$ cat config.mk
export PLATFORM = sky130hd
export DESIGN_NAME = srsi_ram
export DESIGN_NICKNAME = d
export VERILOG_FILES = /design/src/hdl/srsi_ram.sv
export SDC_FILE = /design/constraint.sdc
export NUM_CORES = 1
export LEC_CHECK = 0
export BUFFER_PORTS_ARGS = -buffer_cell sky130_fd_sc_hd__clkbuf_2
export CORE_UTILIZATION = 47
export CTS_CLUSTER_DIAMETER = 30
export CTS_CLUSTER_SIZE = 16
export DETAILED_ROUTE_END_ITERATION = 16
export GPL_ROUTABILITY_DRIVEN = 0
export PLACE_DENSITY_LB_ADDON = 0.2
export SLEW_MARGIN = 20
export SYNTH_ARGS = -nofsm -noshare
export SYNTH_HDL_FRONTEND = slang
export SYNTH_SLANG_ARGS = --single-unit
export TNS_END_PERCENT = 20
$ cat constraint.sdc
create_clock -name clock -period 3.97 [get_ports clock]
set_input_delay 0.397 -clock clock [delete_from_list [all_inputs] [get_ports clock]]
set_output_delay 0.397 -clock clock [all_outputs]
set_load 0.05 [all_outputs]
$ cat src/hdl/srsi_ram.sv
// Generic single port RAM with registered read.
// No dependencies.
module srsi_ram #(
   parameter int Width = 8,
   parameter int Depth = 16
) (
   input  logic                     clock,
   input  logic                     wr_en,
   input  logic [$clog2(Depth)-1:0] addr,
   input  logic [Width-1:0]         wr_data,
   output logic [Width-1:0]         rd_data
);
   logic [Width-1:0] mem_ff [Depth];

   // Write or read one word
   always_ff @(posedge clock) begin
      if (wr_en) begin
         mem_ff[addr] <= wr_data;
      end
      rd_data <= mem_ff[addr];
   end
endmodule

==> results of run 1 <==
-- where the power goes --
| part | total, W | leakage [nW] | switching (W) | internal (W) |
|---|---|---|---|---|
| clock | 0.00137 | 0.251 | 0.000515 | 0.000853 |
| sequential | 0.00162 | 1.22 | 0.00000854 | 0.00161 |
| combinational | 0.000175 | 0.438 | 0.000116 | 0.0000588 |
-- area by class of cell --
type / instances / area (um^2)
flip-flops and latches: 136 / 4000
repair buffers: 29 / 165
well taps: 136 / 170
fillers: 783 / 4510
clock inverters: 6 / 50.0
multi-input cells: 83 / 1000
clock buffers: 26 / 468
-- worst max-delay path: stages --
cell,delay [ns]
clkbuf_2,0.71
nand2_1,0.26
nor2_1,0.73
-- cells in the final DEF (no fill, tap or decap) --
cell and count:
edfxtp_1 128, mux4_2 32, clkbuf_2 21, a22oi_1 16
clkbuf_16 16, nor2_1 13, nand2_1 9, buf_4 8
dfxtp_1 8, clkbuf_1 7, nor3_1 4, clkinv_1 4
clkbuf_8 3, nor2b_1 2, nand3b_1 2, nand2b_1 2
and2_1 1, nand3_1 1, or3b_2 1, clkinv_2 1
bufinv_16 1
-- cell usage after synthesis --
cell type,count,area (um^2)
nor2_1,13,48.8
edfxtp_1,128,3840
nor2b_1,2,12.5
clkbuf_1,2,7.51
buf_6,2,22.5
a22oi_1,16,120
nand2_1,9,33.8
buf_2,2,10.0
dfxtp_1,8,160
or3b_2,1,8.76
nand2b_1,2,12.5
and2_1,1,6.26
mux4_2,32,721
buf_1,4,15.0
nand3b_1,2,15.0
nand3_1,1,5.00
nor3_1,4,20.0
clkbuf_2,1,5.00
-- cells by family (layout without fill, tap and decap cells) --
kind of cell | count (synthesis) | in the layout
compound gates | 16 | 16
buf+inv | 11 | 61
simple gates | 35 | 35
mux | 32 | 32
flops | 136 | 136
-- sequential cells by signal (all words and copies together), names as in the netlist --
signal,flops
mem_ff,128
rd_data,8
-- per-layer routing --
metal | vias up | track usage [%] | part of all wire, %
met4 | 0 | 7.74 | 1.8
met2 | 58 | 29.0 | 48
li1 | 1038 | - | -
met1 | 1214 | 26.5 | 45
met5 | - | 0 | 0
met3 | 17 | 6.12 | 5.2
-- metrics by stage --
step / cells / utilization (%)
final: 416 / 56.5
after global routing: 416 / 56.5
after CTS: 416 / 56.5
after detailed placement: 384 / 51.5
after global placement: 384 / 51.5
after floorplan: 230 / -
-- worst paths after layout --
path	endpoint	slack (ns)	cells after the start
min	mem_ff[15][3]	0.31	1
min reg2reg	rd_data[5]	0.68	3
max reg2reg	rd_data[7]	2.54	3
max	mem_ff[15][1]	2.00	3
==> impl_metrics.csv, run 1 <==
group,metric,value,unit
status,outcome,"complete, no violations",
floorplanning,die_area,11200,um^2
sta,hold_viol,0,
sta,setup_tns,0,ns
synthesis,syn_area_per_cell,22.0,um^2
synthesis,syn_nets,244,
critical_path,cp-start-kind,"input port",
route,wirelength,9420,um
synthesis,syn_area,5070,um^2
synthesis,synthMuxAreaShare,14.2,%
critical_path,arrival,2.11,ns
critical_path,worstSetupPathType,"input port to flip-flop",
clock_network,numCtsBuffers,17,
sta,fin_crit_sh,49.6,%
synthesis,synthXorXnorAreaFrac,0,%
sta,period_minus_slack,1.97,ns
sta,skew,0.00686,ns
synthesis,ys_ff_latch,136,
sta,setup_viol,0,
flow_run,drv_cap,0,
floorplanning,core-area,10400,um^2
grt,overflow,0,
grt,grt_first_pass_wirelength,14900,um
power,finalPower,0.00316,W
power,peakVddDrop,0.000349,V
final_layout,final_area,5860,um^2
placed_design,pre_cts_slack,1.36,ns
grt,grt_antenna_before_repair,0,
clock_network,clock-root-buffer,"clkbuf_8",
power,power_leakage,1.91,nW
sta,worst_pin_slew,0.961,ns
route,first_pass_iters,5,
sta,holdWs,0.311,ns
route,drt_first_iter_violations,132,
floorplanning,fp.dieW,106,um
synthesis,yosys.area_share.simple,3.21,%
clock_network,cts.clk_slew.worst_paths,0.05,ns
synthesis,synth-seq-area-share,79.0,%
final_layout,nets,281,
placed_design,place_area,5340,um^2
final_layout,drive_above_1_share,29.6,%
final_layout,antenna_cells,0,
sta,fmax,508,MHz
floorplanning,rows,37,
critical_path,path_max_fanout,29,
sta,rsz0062_at_grt,"false",
floorplanning,pin_count,22,
synthesis,ys_types,18,
clock_network,cts_tree,"done",
clock_network,cts_htree_levels,4,
route,vias,2327,
critical_path,endpoint_kind,"flip-flop",
route,wl_per_cell,22.6,um
clock_network,cts_buffer_depth,2,
grt,grt_max_degree,30,
power,cellPowerDensity,539,nW/um^2
critical_path,crit-reg2reg-launch,"mem_ff[3][7]",
synthesis,syn_inst,230,
final_layout,synthToLayoutAreaGrowth,15.7,%
clock_network,cts_resized,0,
synthesis,synth_top_family_by_area,"multiplexers",
clock_network,clkLatencyLatePin,0.52,ns
critical_path,cp.required,4.11,ns
sta,drv_slew,0,
synthesis,ys_warn_count,0,
grt,grt_pass1_vias,2483,
worst_hold_path,min_path_type,"input port to flip-flop",
floorplanning,initial_utilization,48.9,%
clock_network,cts_hold_buffers,0,
floorplanning,die_y,106,um
critical_path,crit_start,"addr[0]",
placed_design,io_buffers,21,
clock_network,cts.sinks,136,
synthesis,synthAdderAreaFrac,0,%
synthesis,synth_compound_area_share,2.37,%
sta,postLayoutSetupSlackWorst,2.00,ns
route,via_per_inst,5.59,
clock_network,post_cts_buffers,0,
grt,grtUsageTotal,19.3,%
placed_design,dp_hpwl,5870,um
route,ant_nets,0,
sta,relSlewSlack,36.0,%
worst_hold_path,hold_path.startpoint,"wr_data[3]",
route,route.detailed.drc,0,
Power figures use the tool's default switching activity.
==> inputs of run 2 (changes only) <==
--- a/config.mk
+++ b/config.mk
@@ -5,6 +5,7 @@
 export SDC_FILE = /design/constraint.sdc
 export NUM_CORES = 1
 export LEC_CHECK = 0
+export ABC_AREA = 1
 export BUFFER_PORTS_ARGS = -buffer_cell sky130_fd_sc_hd__clkbuf_2
 export CORE_UTILIZATION = 47
 export CTS_CLUSTER_DIAMETER = 30
==> constraint.sdc (replaced) <==
create_clock -name clock -period 2.05 [get_ports clock]
set_input_delay 0.205 -clock clock [delete_from_list [all_inputs] [get_ports clock]]
set_output_delay 0.205 -clock clock [all_outputs]
set_load 0.05 [all_outputs]
==> run 2 against run 1 <==
Effect of this change: critical endpoint is now rd_data[7]; largest cell class unchanged; synthesized cell count rose by 140%; synthesized area increased by 10%; non-clock buffer count rose by 18; critical path type is now flip-flop to output port; the run now ends with DRC left.
==> impl_metrics.csv, run 2 <==
group,metric,value,unit
synthesis,ys_warn_count,0,
floorplanning,pin_count,22,
power,finalPower,0.00662,W
critical_path,crit_cells,1,
clock_network,numCtsBuffers,17,
placed_design,io_buffers,21,
synthesis,synth_top_area_cell,"edfxtp_1",
synthesis,synth_most_common_cell,"nand2_1",
final_layout,antenna_cells,0,
synthesis,synth_edf_count,128,
final_layout,max_flop_register,"mem_ff",
floorplanning,core-area,11500,um^2
clock_network,clkLatencyLatePin,0.42,ns
clock_network,cts.sinks,136,
worst_hold_path,min_path_type,"input port to flip-flop",
sta,relSlewSlack,67.9,%
worst_hold_path,worstHoldPathCells,1,
sta,hold_viol,0,
placed_design,placed_cells,717,
status,violations,"DRC",
route,route.detailed.drc,2,
critical_path,cp.required,1.85,ns
clock_network,cts_tree,"done",
final_layout,final_cell_mix,"nand2_1 (346), edfxtp_1 (128), buf_4 (26)",
critical_path,crit_chain,"clkbuf_2",
worst_hold_path,hold_path.startpoint,"wr_data[6]",
clock_network,cts_htree_levels,4,
synthesis,ys_async_sr_fraction,0,%
floorplanning,die_area,12300,um^2
grt,grt_max_degree,33,
critical_path,crit_start,"rd_data[7]",
critical_path,worstSetupPathType,"flip-flop to output port",
clock_network,post_cts_buffers,0,
sta,rsz0062_at_grt,"false",
grt,overflow,0,
final_layout,register_area,4000,um^2
sta,fmax,773,MHz
sta,skew,0.00384,ns
flow_run,drv_cap,0,
synthesis,syn_area,5590,um^2
critical_path,path_max_fanout,1,
critical_path,endpoint_kind,"output port",
critical_path,cp-start-kind,"flip-flop",
grt,grt_first_pass_wirelength,19600,um
clock_network,cts_hold_buffers,0,
critical_path,cp.buffers_inverters,1,
grt,grt_antenna_before_repair,0,
final_layout,final_common_cell,"nand2_1",
synthesis,syn_area_per_cell,10.2,um^2
clock_network,clock-root-buffer,"clkbuf_16",
final_layout,drive_above_1_share,12.5,%
final_layout,largest_reg_flops,128,
synthesis,ys_ff_latch,136,
final_layout,nets,607,
grt,grt_pass1_vias,3506,
synthesis,netlist_top_cells_area,"edfxtp_1 (69%), nand2_1 (23%), dfxtp_1 (2.9%)",
clock_network,cts_resized,0,
synthesis,synth_top_cell_area_share,68.7,%
floorplanning,die_y,111,um
critical_path,crit_slowest_cell,"dfxtp_1",
critical_path,max_stage_delay,0.37,ns
final_layout,nFillCells,990,
power,power_leakage,2.86,nW
clock_network,cts.clk_slew.worst_paths,0.06,ns
floorplanning,fp.dieW,111,um
critical_path,reg2regPathDepth,8,
route,ant_nets,0,
clock_network,cts_buffer_depth,2,
grt,grtUsageTotal,22.1,%
critical_path,crit_family,"flip-flops",
route,drt_first_iter_violations,350,
route,via_per_inst,4.90,
status,outcome,"finished with violations",
floorplanning,rows,39,
placed_design,dp_hpwl,7870,um
synthesis,ys_types,11,
sta,fin_crit_sh,63.1,%
sta,drv_slew,0,
critical_path,arrival,1.09,ns
route,vias,3671,
sta,setup_viol,0,
sta,setup_tns,0,ns
synthesis,syn_nets,562,
synthesis,syn_inst,548,
route,wirelength,12500,um
floorplanning,initial_utilization,48.6,%
power,peakVddDrop,0.000920,V
final_layout,multiInputGateArea,1390,um^2
synthesis,synth_ff_type,"edfxtp_1",
synthesis,synth-seq-area-share,71.6,%
final_layout,final_cells,749,
route,wl_per_cell,16.7,um
route,first_pass_iters,10,
final_layout,top_regs,"mem_ff x128, rd_data x8",
final_layout,synthToLayoutAreaGrowth,17.2,%
synthesis,synth.top_cells.by_count,"nand2_1 (346), edfxtp_1 (128), inv_1 (21)",
sta,worst_pin_slew,0.482,ns
critical_path,crit-reg2reg-launch,"mem_ff[13][1]",
sta,period_minus_slack,1.29,ns
power,cellPowerDensity,1010,nW/um^2
-- run 2: final cells by class --
class	count	share of cell area, %
Tap cell	143	2.73
Timing Repair Buffer	47	4.58
Clock inverter	9	1.85
Clock buffer	23	7.29
Multi-Input combinational cell	368	21.1
Inverter	23	1.32
Sequential cell	136	61.1
-- run 2: worst paths after layout --
kind | end | slack, ns
hold / removal | mem_ff[13][6] | 0.32
setup reg to reg | rd_data[1] | 1.05
setup / recovery | rd_data[7] | 0.76
hold reg to reg | rd_data[3] | 0.70
-- run 2: metal layers --
layer,GRT usage [%],vias to the layer above,routed length (um)
li1,-,1837,-
met1,30.9,1731,6050
met2,32.9,87,5660
met3,6.67,16,567
met4,7.48,0,212
met5,0,-,0
-- run 2: through the flow --
step / hold WS [ns] / util [%] / instance area, um^2 / setup WS [ns]
2_1_floorplan: 0.304 / - / 5590 / 0.468
3_3_place_gp: 0.676 / 51.7 / 5960 / 0.416
3_5_place_dp: 0.685 / 51.7 / 5960 / 0.387
4_1_cts: 0.288 / 56.9 / 6560 / 0.734
5_1_grt: 0.332 / 56.9 / 6560 / 0.723
6_report: 0.315 / 56.9 / 6560 / 0.757
-- run 2: kinds of logic after synthesis --
group	count (synthesis)	synth area share, %
buffers and inverters	44	3.62
AND/OR/NAND/NOR	368	24.8
flip-flops	136	71.6
-- run 2: power by group --
group | internal [W] | total, W | switching [W]
sequential | 0.00311 | 0.00313 | 0.0000218
combinational | 0.000108 | 0.000441 | 0.000333
clock | 0.00199 | 0.00305 | 0.00106
==> inputs of run 3 (changes only) <==
==> constraint.sdc (replaced) <==
create_clock -name clock -period 1.1 [get_ports clock]
set_input_delay 0.11 -clock clock [delete_from_list [all_inputs] [get_ports clock]]
set_output_delay 0.11 -clock clock [all_outputs]
set_load 0.05 [all_outputs]
==> run 3 against run 2 <==
Effect of this change: the flow still finishes with violations (DRC); critical path depth unchanged; first-iteration DRC count decreased by 50%; sequential cell count unchanged; cell area increased by 4.4%; setup slack got worse by 0.73 ns; clock power increased by 80%; die area unchanged; critical endpoint is now rd_data[4]; sequential power increased by 87%; register-to-register slack got worse by 0.94 ns; highest routed layer unchanged; sequential share of layout area decreased by 2.5 points; critical path type unchanged.
==> impl_metrics.csv, run 3 (synthesis gave the netlist of run 2 again) <==
group,metric,value,unit
status,outcome,"finished with violations",
status,violations,"DRC",
sta,rsz0062_at_grt,"false",
final_layout,finish.utilization,59.4,%
floorplanning,die_area,12300,um^2
final_layout,final_common_cell,"nand2_1",
floorplanning,core-area,11500,um^2
critical_path,crit_family,"flip-flops",
grt,grt_antenna_before_repair,0,
power,peakVddDrop,0.00136,V
grt,grt_max_degree,29,
route,ant_nets,0,
clock_network,cts_tree,"done",
final_layout,final_area,6840,um^2
final_layout,drive_above_1_share,16.6,%
worst_hold_path,min_path_type,"input port to flip-flop",
flow_run,drv_cap,0,
critical_path,worstSetupPathType,"flip-flop to output port",
route,via_per_inst,4.90,
sta,worst_pin_slew,0.449,ns
critical_path,crit_chain,"buf_8",
placed_design,place_area,6220,um^2
power,cellPowerDensity,1790,nW/um^2
floorplanning,die_y,111,um
final_layout,final_cells,745,
final_layout,final_cell_mix,"nand2_1 (341), edfxtp_1 (128), inv_1 (18)",
route,first_pass_iters,10,
final_layout,register_area,4010,um^2
clock_network,cts.sinks,136,
critical_path,arrival,0.96,ns
route,route.detailed.drc,2,
clock_network,cts.clk_slew.worst_paths,0.06,ns
critical_path,path_max_fanout,1,
sta,drv_slew,0,
clock_network,numCtsBuffers,17,
critical_path,endpoint_kind,"output port",
floorplanning,initial_utilization,48.6,%
route,drt_first_iter_violations,174,
floorplanning,fp.dieW,111,um
final_layout,top_regs,"mem_ff x128, rd_data x8",
sta,hold_viol,0,
route,wl_per_cell,16.7,um
final_layout,antenna_cells,0,
final_layout,nets,603,
clock_network,clock-root-buffer,"clkbuf_16",
grt,grt_first_pass_wirelength,20100,um
grt,grtUsageTotal,22.5,%
sta,skew,0.00581,ns
sta,fin_crit_sh,97.2,%
sta,period_minus_slack,1.07,ns
sta,setup_viol,0,
route,wirelength,12400,um
grt,grt_pass1_vias,3770,
critical_path,cp-start-kind,"flip-flop",
final_layout,max_flop_register,"mem_ff",
floorplanning,pin_count,22,
final_layout,synthToLayoutAreaGrowth,22.3,%
placed_design,dp_hpwl,8010,um
final_layout,largest_reg_flops,128,
sta,fmax,935,MHz
placed_design,placed_cells,713,
critical_path,cp.required,0.99,ns
grt,overflow,0,
clock_network,cts_htree_levels,4,
critical_path,max_stage_delay,0.38,ns
clock_network,cts_buffer_depth,2,
critical_path,cp.buffers_inverters,1,
final_layout,multiInputGateArea,1570,um^2
placed_design,io_buffers,21,
clock_network,post_cts_buffers,0,
final_layout,nFillCells,961,
route,vias,3654,
critical_path,crit_slowest_cell,"dfxtp_1",
clock_network,clkLatencyLatePin,0.42,ns
floorplanning,rows,39,
sta,relSlewSlack,70.1,%
power,power_leakage,2.87,nW
## run 3: cell types whose count changed in the layout (fill, tap and decap cells not counted), sizes merged
cell	previous run	this run
buf	26	23
clkinv	6	10
clkbuf	44	39
## run 3: worst paths after layout
kind | cells after the start | slack (ns) | start | endpoint
worst max-delay path | 1 | 0.03 | rd_data[4] | rd_data[4]
worst min-delay path | 1 | 0.19 | wr_data[2] | mem_ff[8][2]
worst max register to register | 8 | 0.11 | mem_ff[0][0] | rd_data[0]
worst min register to register | 8 | 0.70 | mem_ff[12][0] | rd_data[0]
## run 3: metal layers
| layer | share of wire, % | vias up | global-route usage (%) |
|---|---|---|---|
| li1 | - | 1843 | - |
| met1 | 47 | 1711 | 29.4 |
| met2 | 47 | 78 | 36.4 |
| met3 | 4.1 | 22 | 4.81 |
| met4 | 2.0 | 0 | 9.64 |
| met5 | 0 | - | 0 |
## run 3: metrics by stage
step	total power, W	TNS, ns	worst slack, ns	hold WS [ns]
final	0.0123	0	0.0304	0.191
after global placement	0.00686	-11.27	-0.146	0.606
after global routing	0.0127	0	0.00432	0.199
after floorplan	0.00651	-0.498	-0.0231	0.209
after CTS	0.0123	0	0.00176	0.192
after detailed placement	0.00687	-13.78	-0.143	0.607
## run 3: repair_timing
| action | CTS | global route |
|---|---|---|
| endpoints found under the setup margin | 8 | 3 |
| gates cloned | 0 | 0 |
| gates resized for setup | 12 | 7 |
| pin swaps | 0 | 0 |
| hold buffers | 0 | 0 |
## run 3: power by group
group | switching, W | internal [W] | leakage (nW)
registers | 0.0000383 | 0.00580 | 1.22
clock network | 0.00198 | 0.00349 | 0.276
logic | 0.000671 | 0.000289 | 1.37
total | 0.00269 | 0.00958 | 2.87
## run 3: layout make-up
type	instances	share of cell area, %
clock buffer	19	6.33
clock inverter	13	1.98
inverter	23	1.34
multi-input combinational	368	23.0
sequential	136	58.6
tap	143	2.62
timing repair buffer	43	6.18
## run 3: worst register-to-register path, delay by kind of cell (launching register included)
kind	cells	cell delay, ns
simple gates	7	0.39
buf+inv	1	0.12
flops	1	0.37
